==> config.mk <==
export PLATFORM = sky130hd
export DESIGN_NAME = sppd_ram
export DESIGN_NICKNAME = d
export VERILOG_FILES = /design/src/hdl/sppd_ram.sv
export SDC_FILE = /design/constraint.sdc
export NUM_CORES = 1
export LEC_CHECK = 0
export ABC_AREA = 1
export BUFFER_PORTS_ARGS = -buffer_cell sky130_fd_sc_hd__buf_2
export CORE_MARGIN = 8
export CORE_UTILIZATION = 30
export DETAILED_ROUTE_END_ITERATION = 6
export GPL_TIMING_DRIVEN = 0
export SYNTH_ARGS = -nofsm -noshare
export SYNTH_HDL_FRONTEND = slang
export SYNTH_SLANG_ARGS = --single-unit
==> constraint.sdc <==
create_clock -name clk -period 6.1 [get_ports clk]
set_input_delay 0.61 -clock clk [delete_from_list [all_inputs] [get_ports clk]]
set_output_delay 0.61 -clock clk [all_outputs]
set_load 0.005 [all_outputs]
==> src/hdl/sppd_ram.sv <==
// Generic simple dual-port RAM: one write port, one registered read port.
// No dependencies.
`default_nettype none

module sppd_ram #(
  parameter int WIDTH = 16,
  parameter int DEPTH = 64,
  localparam int AW = $clog2(DEPTH)
) (
  input  wire logic             clk,
  input  wire logic             we,
  input  wire logic [AW-1:0]    waddr,
  input  wire logic [WIDTH-1:0] wdata,
  input  wire logic [AW-1:0]    raddr,
  output logic      [WIDTH-1:0] rdata
);

  logic [WIDTH-1:0] mem [DEPTH];

  always_ff @(posedge clk) begin
    if (we) begin
      mem[waddr] <= wdata;
    end
    rdata <= mem[raddr];
  end

endmodule

`default_nettype wire

[Word-level counts from Yosys, hierarchy flattened]
Memory sizes are Yosys's and may differ from the RTL's. A register that Yosys moved wholly into a read port is not among the register bits.
Cells that the tools add are included.
W data, S select, Z words.
Operators by class
  multiplexer cells: 2
Operators with widths (count)
  $mux W1: 2
Word-level totals
  register bits: 0
  memory bits (writable): 1024
  bits of input ports: 30
  output and inout bits: 16
  memories: 1
Memory list
  mem: words 64, bits a word 16, read ports 1, clocked after memory_dff 1, wr ports 1, line 18  | logic [WIDTH-1:0] mem [DEPTH];

[Longest topological paths before layout]
  depth after elaboration: 2
  gate-level depth with buffers: 12
  mapped depth without buffers: 9

[Worst setup path before layout]
Ideal clock, no wire load.
  path type: input to register
  start: input port we
  end: memory mem[48][0] (enable)
  arrival time: 2.734 ns
  slack: 2.936 ns
  stages on the path: 3
  cell sequence: clkbuf_1 nand4_1 nor4_1
Between the ends
  longest elaborated chain between the ends: 2
Ends and longest elaborated chain
  from (decl): line 11  | input wire logic we,
  $mux W1: line 21  | if (we) begin
  $mux W1 (not written as such): line 22  | mem[waddr] <= wdata;
  to (decl): line 18
No other way between the ends.

[Worst setup path in the final report]
  start: input port we
  end: memory mem[52][1] (enable)
Same word-level chain as after synthesis.

==> results.yml <==
status:
  status: "complete, no violations"
synth:
  syn-instance-count: 3517
  synth_xor_area_share_pct: 0
  avgSynthCellArea_um2: 12.0
  synth_compound_area_share_pct: 0
  netlist_area_um2: 42100
  synth_cell_types: 16
  synth_top_cell_area_share_pct: 73.0
  yosys.area_share.simple_pct: 22.7
  synth_warnings: 0
  synth_area_leaders: "edfxtp_1, nand2_1, nand3_1"
  yosys-mux-area-fraction_pct: 0
  synthAdderAreaFrac_pct: 0
  ys_seq_elements: 1040
  yosysSeqAreaShare_pct: 73.8
  synth_top_family_by_area: "simple AND/OR/NAND/NOR gates"
  synth_top_area_cell: "edfxtp_1"
  synth_nets: 3547
global_routing:
  grt_pass1_vias: 26453
  grt_usage_pct: 17.5
  grt_pass1_wl_um: 194000
  grt-ovfl-total: 0
  grt_start_max_net_pins: 65
  antenna_found_initial: 14
detailed_routing:
  drt-vias-per-instance: 5.04
  drtIter0Drc: 3366
  drc: 0
  wl_per_cell_um: 24.3
  ant_nets: 0
  num_vias: 28778
  routed_wl_um: 139000
  firstDrtPassIters: 6
sta:
  hold_viol_final: 0
  drv_slew: 0
  setup_ws_ps: 3500
  slew_headroom_pct: 27.2
  setup_tns_ps: 0
  tightest_slew_ps: 1080
  finClkSkew_ps: 35.4
  fmax_mhz: 385
  setup_viol: 0
  fin_crit_ps: 2600
  rsz0062_at_grt: "false"
  fin_crit_sh_pct: 42.5
placed_design:
  hpwl_um: 93400
  place_ws_ps: 2930
  io_buffers: 37
  placed_area_um2: 46300
  gp_congestion: 0.978
cts:
  post_cts_buffers: 0
  clock_latency_ps: 710
  htreeDepth: 3
  clockRootBuffer: "clkbuf_16"
  cts_hold_buffers: 0
  cts_resized: 0
  cts_tree: "done"
  clock_path_buffers: 3
  cts.sinks: 1040
  clk_pin_slew_ps: 60
  numCtsBuffers: 103
finish:
  syn_to_final_growth_pct: 17.9
  fin_area_um2: 49600
  final_nets: 3768
  drive_gt1_share_pct: 13.4
  fin_util_pct: 35.6
  layout_commonest_cell: "nand2_1"
  fill_cells: 13464
  final_cell_mix: "nand2_1, edfxtp_1, nand3_1, buf_2, clkbuf_16"
critical_path:
  r2r_cells: 8
  critPathRequiredTime_ps: 6490
  crit_type: "input pin to flop"
  cp_data_arrival_time_ps: 2980
  start_kind: "input pin"
  reg2reg_to: "rdata[10]$_DFF_P_"
  worstReg2RegStart: "mem[59][10]$_DFFE_PP_"
  setup.worst_path.end_class: "flop"
  crit_fanout: 9
  r2r_slack_ps: 4270
power_and_ir_drop:
  sw_frac_of_total_pct: 23.7
  switchingPower_uw: 3630
  p_seq_share_pct: 51.8
  p_comb_share_pct: 7.3
  ir_drop_mv: 0.238
  p_leak_uw: 0.0177
  clockPowerShare_pct: 40.9
  pwr_density_cell_nw_per_um2: 308
  internal_power_uw: 11700
hold_path:
  hold_path_end: "mem[41][4]$_DFFE_PP_"
  hold_class: "input pin to flop"
  hold_depth: 1
  holdCritStartpoint: "wdata[4]"
floorplanning:
  rows: 137
  die_x_um: 391
  initial_utilization_pct: 30.2
  die_h_um: 391
  die-area_um2: 153000
  coreArea_um2: 139000
  io_pins: 46
flow_run:
  drv_cap: 0
[layout make-up]
class	count	area [um^2]	area share, %
Tap cell	1876	2350	4.73
Clock buffer	129	2700	5.43
Clock inverter	64	616	1.24
Timing Repair Buffer	116	1680	3.38
Multi-Input combinational cell	2240	9730	19.6
Antenna cell	7	17.5	0.0353
Sequential cell	1040	31100	62.6
Inverter	12	52.6	0.106
Buffer	225	1440	2.89
[power groups by stage]
stage | sequential, uW | clock [uW] | combinational (uW)
floorplan | 8080 | 0 | 529
global placement | 8080 | 0 | 1050
detailed placement | 8080 | 0 | 1090
CTS | 7920 | 6330 | 1100
global route | 7920 | 6600 | 1180
finish | 7920 | 6270 | 1120
[registers in the layout (all words and copies together) (netlist names)]
signal	flops
mem	1024
rdata	16
[metal layers]
metal | up-vias | track usage (%) | share of wire [%]
li1 | 12855 | - | -
met1 | 14095 | 24.5 | 41
met2 | 1542 | 26.7 | 44
met3 | 274 | 3.85 | 11
met4 | 12 | 6.46 | 4.0
met5 | - | 0 | 0.058
[worst max path at each step]
stage               depth (start not counted)               endpoint  slack (ps)  startpoint
floorplan                                   3   mem[48][0]$_DFFE_PP_        2940          we
global placement                            3   mem[54][0]$_DFFE_PP_         630          we
detailed placement                          5  mem[52][15]$_DFFE_PP_        2930          we
CTS                                         5   mem[52][1]$_DFFE_PP_        3660          we
global route                                5   mem[52][1]$_DFFE_PP_        3440          we
finish                                      5   mem[52][1]$_DFFE_PP_        3500          we
[synthesized netlist by cell type]
| library cell | n |
|---|---|
| inv_1 | 9 |
| nand4_1 | 9 |
| inv_2 | 2 |
| nor4_1 | 8 |
| dfxtp_1 | 16 |
| buf_8 | 1 |
| nor2_1 | 56 |
| buf_6 | 49 |
| nand3_1 | 871 |
| buf_4 | 19 |
| edfxtp_1 | 1024 |
| inv_8 | 1 |
| buf_1 | 17 |
| nand2_1 | 1296 |
| clkbuf_1 | 26 |
| buf_2 | 113 |
[per-stage QoR]
stage / hold WS [ps] / instances / power, uW
floorplan: 709 / 3517 / 8600
global placement: 910 / 5430 / 9130
detailed placement: 912 / 5509 / 9170
CTS: 337 / 5702 / 15300
global route: 359 / 5702 / 15700
finish: 361 / 5709 / 15300
[critical path: stages]
cell,delay (ps)
clkbuf_1,340
nand4_1,510
nor4_2,980
buf_4,330
buf_4,200
[logic make-up after synthesis]
kind of cell / Yosys count
and+or+nand+nor: 2240
DFF: 1040
buffers and inverters: 237
Power figures use the tool's default switching activity.
