File: config.mk
export PLATFORM = sky130hd
export DESIGN_NAME = sppd_ctrl
export DESIGN_NICKNAME = d
export VERILOG_FILES = /design/src/hdl/sppd_pkg.sv /design/src/hdl/sppd_ctrl.sv
export SDC_FILE = /design/constraint.sdc
export NUM_CORES = 1
export LEC_CHECK = 0
export ABC_AREA = 1
export BUFFER_PORTS_ARGS = -buffer_cell sky130_fd_sc_hd__buf_2
export CAP_MARGIN = 25
export CELL_PAD_IN_SITES_DETAIL_PLACEMENT = 0
export CELL_PAD_IN_SITES_GLOBAL_PLACEMENT = 1
export CORE_MARGIN = 2
export CORE_UTILIZATION = 40
export CTS_CLUSTER_DIAMETER = 100
export CTS_CLUSTER_SIZE = 28
export DETAILED_ROUTE_END_ITERATION = 6
export GPL_ROUTABILITY_DRIVEN = 1
export PLACE_DENSITY = 0.77
export RECOVER_POWER = 50
export SYNTH_ARGS = -nofsm -noshare
export SYNTH_HDL_FRONTEND = slang
export SYNTH_SLANG_ARGS = --single-unit
File: constraint.sdc
create_clock -name clk -period 4.85 [get_ports clk]
set_input_delay 0.2425 -clock clk [delete_from_list [all_inputs] [get_ports clk]]
set_output_delay 0.2425 -clock clk [all_outputs]
set_load 0.02 [all_outputs]
File: src/hdl/sppd_pkg.sv
// Shared types and constants for the particle slot pool.
// Used by sppd_ctrl and slot_pool_lifetime_decay; no dependencies.
`default_nettype none

package sppd_pkg;

  // pool sizing and fixed field widths
  localparam int SLOTS_DEF = 64;
  localparam int SLOT_W    = 6;
  localparam int LIFE_W    = 16;
  localparam int PAY_W     = 80;  // x, y, size, color

  localparam logic [LIFE_W-1:0] LIFE_FULL   = 16'h8000;  // 1.0 in Q1.15
  localparam logic [15:0]       DECAY_RESET = 16'd256;   // 1.0 in Q8.8

  // register byte addresses
  localparam logic [1:0] REG_DECAY = 2'd0;

  // item opcodes
  localparam logic [1:0] MODE_ADD  = 2'd0;
  localparam logic [1:0] MODE_TICK = 2'd1;
  localparam logic [1:0] MODE_DRAW = 2'd2;

  typedef enum logic [1:0] {
    ST_IDLE,
    ST_ADD,
    ST_TICK,
    ST_DRAW
  } state_t;

  // write strobes from the sequencer to the entry memories
  typedef struct packed {
    logic life_we;
    logic pay_we;
  } mem_ctl_t;

endpackage

`default_nettype wire

File: src/hdl/sppd_ctrl.sv
// Sequencer for the slot pool: walks the entry memories for add, tick and draw.
// Depends on sppd_pkg.
`default_nettype none

module sppd_ctrl #(
  parameter int SLOTS = sppd_pkg::SLOTS_DEF,
  localparam int AW = $clog2(SLOTS),
  localparam int CW = $clog2(SLOTS + 1)
) (
  input  wire logic                          clk,
  input  wire logic                          rst,
  // command side
  input  wire logic                          start,
  output logic                               busy,
  input  wire logic [1:0]                    mode,
  input  wire logic signed [15:0]            pos_x,
  input  wire logic signed [15:0]            pos_y,
  input  wire logic [15:0]                   size,
  input  wire logic [31:0]                   color,
  input  wire logic [15:0]                   delta_time,
  input  wire logic [15:0]                   decay_rate,
  // memory side
  output logic [AW-1:0]                      raddr,
  output logic [AW-1:0]                      waddr,
  output logic [sppd_pkg::LIFE_W-1:0]        life_wdata,
  output logic [sppd_pkg::PAY_W-1:0]         pay_wdata,
  output sppd_pkg::mem_ctl_t                 mem,
  input  wire logic [sppd_pkg::LIFE_W-1:0]   life_rdata,
  input  wire logic [sppd_pkg::PAY_W-1:0]    pay_rdata,
  // results
  output logic                               result_valid,
  output logic [sppd_pkg::SLOT_W-1:0]        slot,
  output logic                               overwrote,
  output logic signed [15:0]                 out_x,
  output logic signed [15:0]                 out_y,
  output logic [15:0]                        out_size,
  output logic [31:0]                        out_color,
  output logic                               last
);

  localparam int SW = sppd_pkg::SLOT_W;
  localparam int PW = sppd_pkg::PAY_W;
  localparam int LW = sppd_pkg::LIFE_W;

  sppd_pkg::state_t state, state_next;

  logic [CW-1:0]  n;          // reads issued in this scan
  logic [AW-1:0]  addr;       // next read address
  logic           rd_vld;     // read data on the memory outputs this cycle
  logic [AW-1:0]  rd_slot;    // slot of that read data
  logic [AW-1:0]  search_start;
  logic [31:0]    prod;       // decay_rate * delta_time, Q16.16
  logic [PW-1:0]  in_pay;     // captured add payload
  logic           pend_vld;   // draw entry held back for the last marker
  logic [AW-1:0]  pend_slot;
  logic [PW-1:0]  pend_pay;

  logic           accept;
  logic           issue;
  logic           scan_end;
  logic           life_zero;
  logic           loss_big;
  logic [LW-1:0]  loss_lo;
  logic [LW-1:0]  life_dec;
  logic           ss_ok;
  logic [AW-1:0]  addr_inc;
  logic           emit;
  logic [AW-1:0]  e_slot;
  logic           e_ovw;
  logic [PW-1:0]  e_pay;
  logic           e_last;
  logic           pend_load;
  logic           ss_load;

  assign busy   = (state != sppd_pkg::ST_IDLE);
  assign accept = start && !busy;
  assign raddr  = addr;

  // scan bookkeeping
  assign issue    = busy && (n != CW'(SLOTS));
  assign scan_end = (n == CW'(SLOTS)) && !rd_vld;
  assign addr_inc = (addr == AW'(SLOTS - 1)) ? '0 : addr + AW'(1);
  assign ss_ok    = (CW'(search_start) < CW'(SLOTS));

  // saturating decay: loss is the product shifted right by one
  assign life_zero = (life_rdata == '0);
  assign loss_big  = |prod[31:17];
  assign loss_lo   = prod[16:1];
  assign life_dec  = (loss_big || (loss_lo >= life_rdata)) ? '0 : life_rdata - loss_lo;

  // next state, memory writes and result selection
  always_comb begin
    state_next  = state;
    mem         = '0;
    waddr       = rd_slot;
    life_wdata  = life_dec;
    pay_wdata   = in_pay;
    emit        = 1'b0;
    e_slot      = rd_slot;
    e_ovw       = 1'b0;
    e_pay       = '0;
    e_last      = 1'b0;
    pend_load   = 1'b0;
    ss_load     = 1'b0;
    unique case (state)
      sppd_pkg::ST_IDLE: begin
        if (start) begin
          unique case (mode)
            sppd_pkg::MODE_ADD:  state_next = sppd_pkg::ST_ADD;
            sppd_pkg::MODE_TICK: state_next = sppd_pkg::ST_TICK;
            sppd_pkg::MODE_DRAW: state_next = sppd_pkg::ST_DRAW;
            default:             state_next = sppd_pkg::ST_IDLE;
          endcase
        end
      end
      sppd_pkg::ST_ADD: begin
        if (rd_vld && life_zero) begin
          // first dead entry from the start slot
          mem.life_we = 1'b1;
          mem.pay_we  = 1'b1;
          life_wdata  = sppd_pkg::LIFE_FULL;
          emit        = 1'b1;
          e_last      = 1'b1;
          ss_load     = 1'b1;
          state_next  = sppd_pkg::ST_IDLE;
        end else if (scan_end) begin
          // pool full: reuse slot 0
          mem.life_we = 1'b1;
          mem.pay_we  = 1'b1;
          waddr       = '0;
          life_wdata  = sppd_pkg::LIFE_FULL;
          emit        = 1'b1;
          e_slot      = '0;
          e_ovw       = 1'b1;
          e_last      = 1'b1;
          state_next  = sppd_pkg::ST_IDLE;
        end
      end
      sppd_pkg::ST_TICK: begin
        if (rd_vld) begin
          mem.life_we = 1'b1;
        end
        if (scan_end) begin
          state_next = sppd_pkg::ST_IDLE;
        end
      end
      sppd_pkg::ST_DRAW: begin
        // each live entry waits in pend until the next one shows up
        if (rd_vld && !life_zero) begin
          pend_load = 1'b1;
          if (pend_vld) begin
            emit   = 1'b1;
            e_slot = pend_slot;
            e_pay  = pend_pay;
          end
        end
        if (scan_end) begin
          if (pend_vld) begin
            emit   = 1'b1;
            e_slot = pend_slot;
            e_pay  = pend_pay;
            e_last = 1'b1;
          end
          state_next = sppd_pkg::ST_IDLE;
        end
      end
    endcase
  end

  // control registers
  always_ff @(posedge clk) begin
    if (rst) begin
      state        <= sppd_pkg::ST_IDLE;
      n            <= '0;
      addr         <= '0;
      rd_vld       <= 1'b0;
      search_start <= '0;
      pend_vld     <= 1'b0;
      result_valid <= 1'b0;
    end else begin
      state        <= state_next;
      rd_vld       <= issue;
      result_valid <= emit;
      if (accept) begin
        n        <= '0;
        addr     <= (mode == sppd_pkg::MODE_ADD && ss_ok) ? search_start : '0;
        pend_vld <= 1'b0;
      end else begin
        if (issue) begin
          n    <= n + CW'(1);
          addr <= addr_inc;
        end
        if (pend_load) begin
          pend_vld <= 1'b1;
        end
      end
      if (ss_load) begin
        search_start <= rd_slot;
      end
    end
  end

  // payload registers
  always_ff @(posedge clk) begin
    rd_slot <= addr;
    if (accept) begin
      prod   <= {16'b0, decay_rate} * {16'b0, delta_time};
      in_pay <= {pos_x, pos_y, size, color};
    end
    if (pend_load) begin
      pend_slot <= rd_slot;
      pend_pay  <= pay_rdata;
    end
    if (emit) begin
      slot      <= SW'(e_slot);
      overwrote <= e_ovw;
      {out_x, out_y, out_size, out_color} <= e_pay;
      last      <= e_last;
    end
  end

  // checks
  a_ovw_slot0: assert property (@(posedge clk) disable iff (rst)
    (result_valid && overwrote) |-> (slot == '0 && last))
    else $error("overwrite result not on slot 0 or not last");

  a_idle_no_write: assert property (@(posedge clk) disable iff (rst)
    (state == sppd_pkg::ST_IDLE) |-> (!mem.life_we && !mem.pay_we))
    else $error("memory write while idle");

  a_scan_bound: assert property (@(posedge clk) disable iff (rst)
    n <= CW'(SLOTS))
    else $error("scan issued more reads than slots");

  a_pay_with_life: assert property (@(posedge clk) disable iff (rst)
    mem.pay_we |-> (mem.life_we && life_wdata == sppd_pkg::LIFE_FULL))
    else $error("payload written without a full-life entry");

endmodule

`default_nettype wire

## Word level (Yosys, flattened, before mapping)

Cells that the tools add are included.

- Bits in registers: 316
- Input bits: 213
- Output and inout port bits: 200
- Word-level logic and storage cells: 95

- Add/subtract/negate cells: 3
- Multiply operators: 1
- Magnitude comparators: 1
- Equality and inequality tests: 9
- Multiplexer cells: 43
- Bitwise logic cells: 1
- Reduce and logical (&&, ||, !) cells: 18

Operators by type and width:

| cell | number |
|---|---|
| 80-bit two-way mux | 4 |
| 6-bit two-way mux | 11 |
| 16-bit two-way mux | 4 |
| 16-bit by 16-bit multiplier with 32-bit output | 1 |
| 16-bit greater-or-equal comparator | 1 |
| 16-bit logical NOT | 1 |
| 16-bit subtractor | 1 |
| 15-bit OR reduction | 1 |
| 1-bit two-way mux | 13 |
| 2-bit one-hot mux with 3 select lines | 2 |
| 6-bit one-hot mux with 2 select lines | 1 |
| 2-bit two-way mux | 5 |
| 7-bit by 1-bit adder with 7-bit output (second input constant) | 1 |
| 7-bit == test (second input constant) | 1 |
| 7-bit inequality test (second input constant) | 1 |
| 6-bit by 1-bit adder with 6-bit output (second input constant) | 1 |
| 2-bit == test (second input constant) | 3 |
| 6-bit == test (second input constant) | 1 |
| 1-bit one-hot mux with 2 select lines | 3 |
| 2-bit OR reduction | 3 |
| 1-bit logical AND | 5 |
| 2-bit by 1-bit == test with 1-bit output (second input constant) | 2 |
| 2-bit logical NOT | 2 |
| 2-bit nonzero test | 2 |
| 4 further kinds | 6 |

## Depth between registers and ports, before layout

- Depth after elaboration: 7
- Depth in mapped cells: 28
- Mapped depth without buffers: 26

## Least setup slack after synthesis

No wires, ideal clock.

- Kind: input to register
- Start point: in decay_rate[10]
- End point: reg prod[29], data pin
- Library setup time: 0.252 ns
- Arrival time: 5.049 ns
- Required time: 4.598 ns
- Slack: -0.452 ns
- Stages on the path: 22
- Path buffers: 2
- Cell sequence: clkbuf_1 clkbuf_1 nand2_1 fa_1 fa_1 inv_1 fa_1 inv_1 fa_1 inv_1 fa_1 inv_1 fa_1 inv_1 ha_1 nand2_1 nor2_1 nand3_1 nand3_1 nand2_1 nand3_1 nand2_1

- Longest elaborated chain between the ends: 1

RTL lines:

| what | RTL line | text |
|---|---|---|
| start: declaration | sppd_ctrl.sv:21 | `input wire logic [15:0] decay_rate,` |
| 16-bit by 16-bit multiplier with 32-bit output | sppd_ctrl.sv:207 | `prod <= {16'b0, decay_rate} * {16'b0, delta_time};` |
| end signal: assignment | sppd_ctrl.sv:207 |  |
| end: declaration | sppd_ctrl.sv:52 | `logic [31:0] prod;` |

No other way between the ends.
A chain may end at the register's enable or synchronous reset.

## Worst setup path in the final report

- Start point: in delta_time[3]
- End point: reg prod[13], data pin

- Longest elaborated chain between the ends: 1

RTL lines:

| what | RTL line | text |
|---|---|---|
| start: declaration | sppd_ctrl.sv:20 | `input wire logic [15:0] delta_time,` |
| 16-bit by 16-bit multiplier with 32-bit output | sppd_ctrl.sv:207 |  |

No other way between the ends.

==> summary.md <==
| Metric | Value |
|---|---|
| Outcome | `finished, violations left` |
| Failing checks | `max-capacitance violations, max-slew violations` |
| Met1 Usage GRT | `0.262` |
| Synth Area in Simple Gates | `0.178` |
| CTS tree | `built` |
| Critical Path End Type | `flip-flop` |
| Die height | `approximately 240 microns` |
| Die area | `roughly 0.057 sq mm` |
| Post-synth EDFFs | `285` |
| Placer Congestion | `around 0.91` |
| Post-synth top area share | `0.391` |
| Peak VDD IR | `approximately 0.89 mV` |
| Critical Path RT | `around 5200 ps` |
| Net Count, Synth | `about 2.8k` |
| Iter 0 DRT Violations | `889` |
| FP Rows | `85` |
| FF-to-FF End | `n[4]` |
| Clk_skew | `between 20 and 25 ps` |
| Core area | `between 0.05 and 0.06 sq mm` |
| Synth Area in Adders | `0.253` |
| Hold_ws | `130 ps` |
| Root buffer cell | `clkbuf_16` |
| Hold path cells | `4` |
| Slew margin rel. | `-0.410` |
| Port Buf Inserts | `412` |
| Met3 Usage GRT | `0.0331` |
| Total Wirelength | `59.0 mm` |
| Chip width | `238 microns` |
| Post-Synthesis Cells | `2236` |
| XOR/XNOR Fraction of Synth Area | `0.0124` |
| CTS H-tree lvls | `1` |
| Slowest cell on crit path | `fa_1` |
| Crit-path leading delay family | `adder cells` |
| Synthesis Warnings | `0` |
| Worst-margin pin slew | `approximately 2100 ps` |
| Startpoint Class | `primary input` |
| Mux cell area share after synthesis | `0` |
| Max-slew violations | `between 40 and 50` |
| IO Count | `413` |
| CP Max Fanout | `9` |
| Setup slack, reg-to-reg | `910 ps` |
| Post-synth top area cell | `edfxtp_1` |
| Total number of vias | `16.5k` |
| Pwr dens | `631 mW/mm^2` |
| Area contributors post-synth | `edfxtp_1, fa_1, inv_1` |
| Instance count on the critical path | `20` |
| Clk slew on worst S/H paths | `around 100 ps` |
| Post-synthesis sequential area ratio | `0.418` |
| Syn Area/Cell | `between 9 and 10 sq um` |
| Reg2reg start | `state[0]` |
| Largest family of logic cells by synthesized area | `adder cells` |
| R2R depth | `7` |
| Post-DP HPWL | `around 47 mm` |
| Hold Path Class | `in2reg` |
| Gr ovfl total | `0` |
| Fmax | `between 200 and 250 MHz` |
| Async SR Flop Fraction | `0` |
| Final design utilization | `0.507` |
| Synth Area in Compound Gates | `0.0239` |
| Design Power | `around 17 mW` |
| Post-route ant nets | `0` |
| Initial antenna violation count | `7` |
| Hold Fails Final Rpt | `0` |
| Nets | `around 3.4k` |
| Initial core utilization | `0.406` |
| Hold path start | `start` |
| Gr usage total | `0.206` |
| Most used cell, CP | `fa_1` |
| Lkg Pwr | `between 10 and 15 nW` |
| Later-pin clock latency in the skew report | `between 500 and 600 ps` |
| Minimum clock period | `4700 ps` |
| Worst path buffer plus inverter count | `7` |
| Setup TNS | `0 ps` |
| # setup viols final | `0` |
| GRT busiest layer | `met2` |
| Post-synth top flop | `edfxtp_1` |
| Worst EP arrival | `between 5000 and 6000 ps` |
| Largest net degree at the start of global routing | `between 80 and 90` |
| CTS Buffer Depth | `3` |
| Crit-path cells | `buf_2 > nand2_1 > fa_1 > fa_1 > inv_1 > fa_1 > inv_1 > fa_1 > inv_1 > fa_1 > inv_1 > fa_1 > inv_2 > ha_4 > nand2_2 > nor2_1 > nor2_2 > nand3_2 > buf_4 > xor2_1` |
| Most common cell in the netlist | `inv_1` |
| DRC viols | `0` |
| #FFs+latches synth | `315` |
| Syn-to-layout area delta | `24.8%` |
| Number of fill cells | `a little under 5k` |
| Share of layout cells above drive strength 1 | `0.165` |
| Pre-antenna DRT Iters | `5` |
| M2 GR Usage | `0.363` |
| Post-DR vias/cell | `4.64` |
| WS Path Type | `in2reg` |
| Maxcap violations | `1` |
| Yosys cell types | `37` |
| Vias in the first global route | `~17k` |
| Crit share post-route | `0.969` |
| Mapped Area | `0.0219 sq mm` |
| Critical Path Max Stage Delay | `550 ps` |
| Clk sinks | `around 320` |
| Routed len/inst | `roughly 17 microns` |
| CTS buffer count | `15` |
| First-pass GRT wire length | `a little over 90 mm` |
| Most frequent cells after synthesis | `inv_1, nand2_1, edfxtp_1, fa_1, ha_1` |
| Hold EP | `state[0]` |
cell usage in the layout (no fill, tap or decap), types with 4 or more instances in the layout:
| cell | instances |
|---|---|
| a21oi_1 | 49 |
| a21oi_2 | 4 |
| buf_12 | 4 |
| buf_2 | 202 |
| buf_4 | 106 |
| clkbuf_1 | 197 |
| clkbuf_16 | 15 |
| clkbuf_4 | 10 |
| dfxtp_1 | 30 |
| diode_2 | 5 |
| dlygate4sd3_1 | 161 |
| edfxtp_1 | 285 |
| fa_1 | 195 |
| ha_1 | 121 |
| ha_4 | 9 |
| inv_1 | 551 |
| nand2_1 | 538 |
| nand2_2 | 9 |
| nand3_1 | 51 |
| nand3b_1 | 15 |
| nand4_1 | 13 |
| nor2_1 | 105 |
| nor2_2 | 19 |
| nor2_4 | 71 |
| o21ai_0 | 26 |
| xnor2_1 | 12 |
| xor2_1 | 18 |
power by group:
group / switching [mW] / internal (mW)
registers: 0.0915 / 3.59
logic: 7.00 / 5.16
clock network: 0.806 / 0.584
total: 7.89 / 9.33
timing repair:
item,4_1_cts,5_1_grt
resized for setup,0,27
endpoints found under the setup margin,0,12
hold buffers,161,0
hold endpoints to repair,162,0
buffers inserted,0,1
layer usage:
| layer | routed length (microns) | up-vias |
|---|---|---|
| li1 | - | 7960 |
| met1 | 24700 | 7982 |
| met2 | 29000 | 472 |
| met3 | 3520 | 118 |
| met4 | 1820 | 4 |
| met5 | 27 | - |
sequential cells by signal, summed over array words and instances, names as in the netlist:
register      cells
out_x            16
pend_pay         80
last              1
out_size         16
prod             31
pay_wdata        80
raddr             6
search_start      6
out_y            16
result_valid      1
overwrote         1
pend_slot         6
rd_vld            1
n                 7
rd_slot           6
slot              6
pend_vld          1
state             2
out_color        32
stage by stage:
step	cells	setup slack, ps	instance area [sq um]
after detailed placement	3375	-399	25500
final	3562	150	27300
after global placement	3375	-384	25500
after global routing	3560	-38.4	27300
after CTS	3556	132	27500
after floorplan	2236	-74.1	22300
worst max path at each step:
stage | startpoint | endpoint | slack [ps]
finish | delta_time[3] | prod[13] | 150
global route | delta_time[3] | prod[13] | -40
CTS | decay_rate[9] | prod[17] | 130
detailed placement | delta_time[2] | prod[17] | -400
global placement | delta_time[2] | prod[17] | -380
floorplan | delta_time[4] | prod[28] | -70
cell families (layout without fill, tap and decap cells):
family,count (synthesis),in the layout
adders and majority gates,325,325
buffers and inverters,634,1259
and+or+nand+nor,835,835
xor gates and xnor gates,31,31
DFF,315,315
other,0,5
AOI/OAI and AO/OA,96,96
worst register-to-register path, cell delays in order, from the launching register on:
cell        delay, ps
dfxtp_1           390
inv_1             100
ha_1              230
nand2_1           200
clkinvlp_2       1630
nor2_1            960
inv_1             200
a21oi_1           150
cell type report:
cell class | instances | area (sq um) | share of cell area
Clock inverter | 3 | 36.3 | 0.00133
Timing Repair Buffer | 683 | 4340 | 0.159
Tap cell | 696 | 871 | 0.0319
Inverter | 556 | 2090 | 0.0765
Clock buffer | 17 | 383 | 0.0140
Multi-Input combinational cell | 1287 | 10400 | 0.382
Sequential cell | 315 | 9160 | 0.335
Antenna cell | 5 | 12.5 | 0.000458
(Power assumes the default switching activity.)
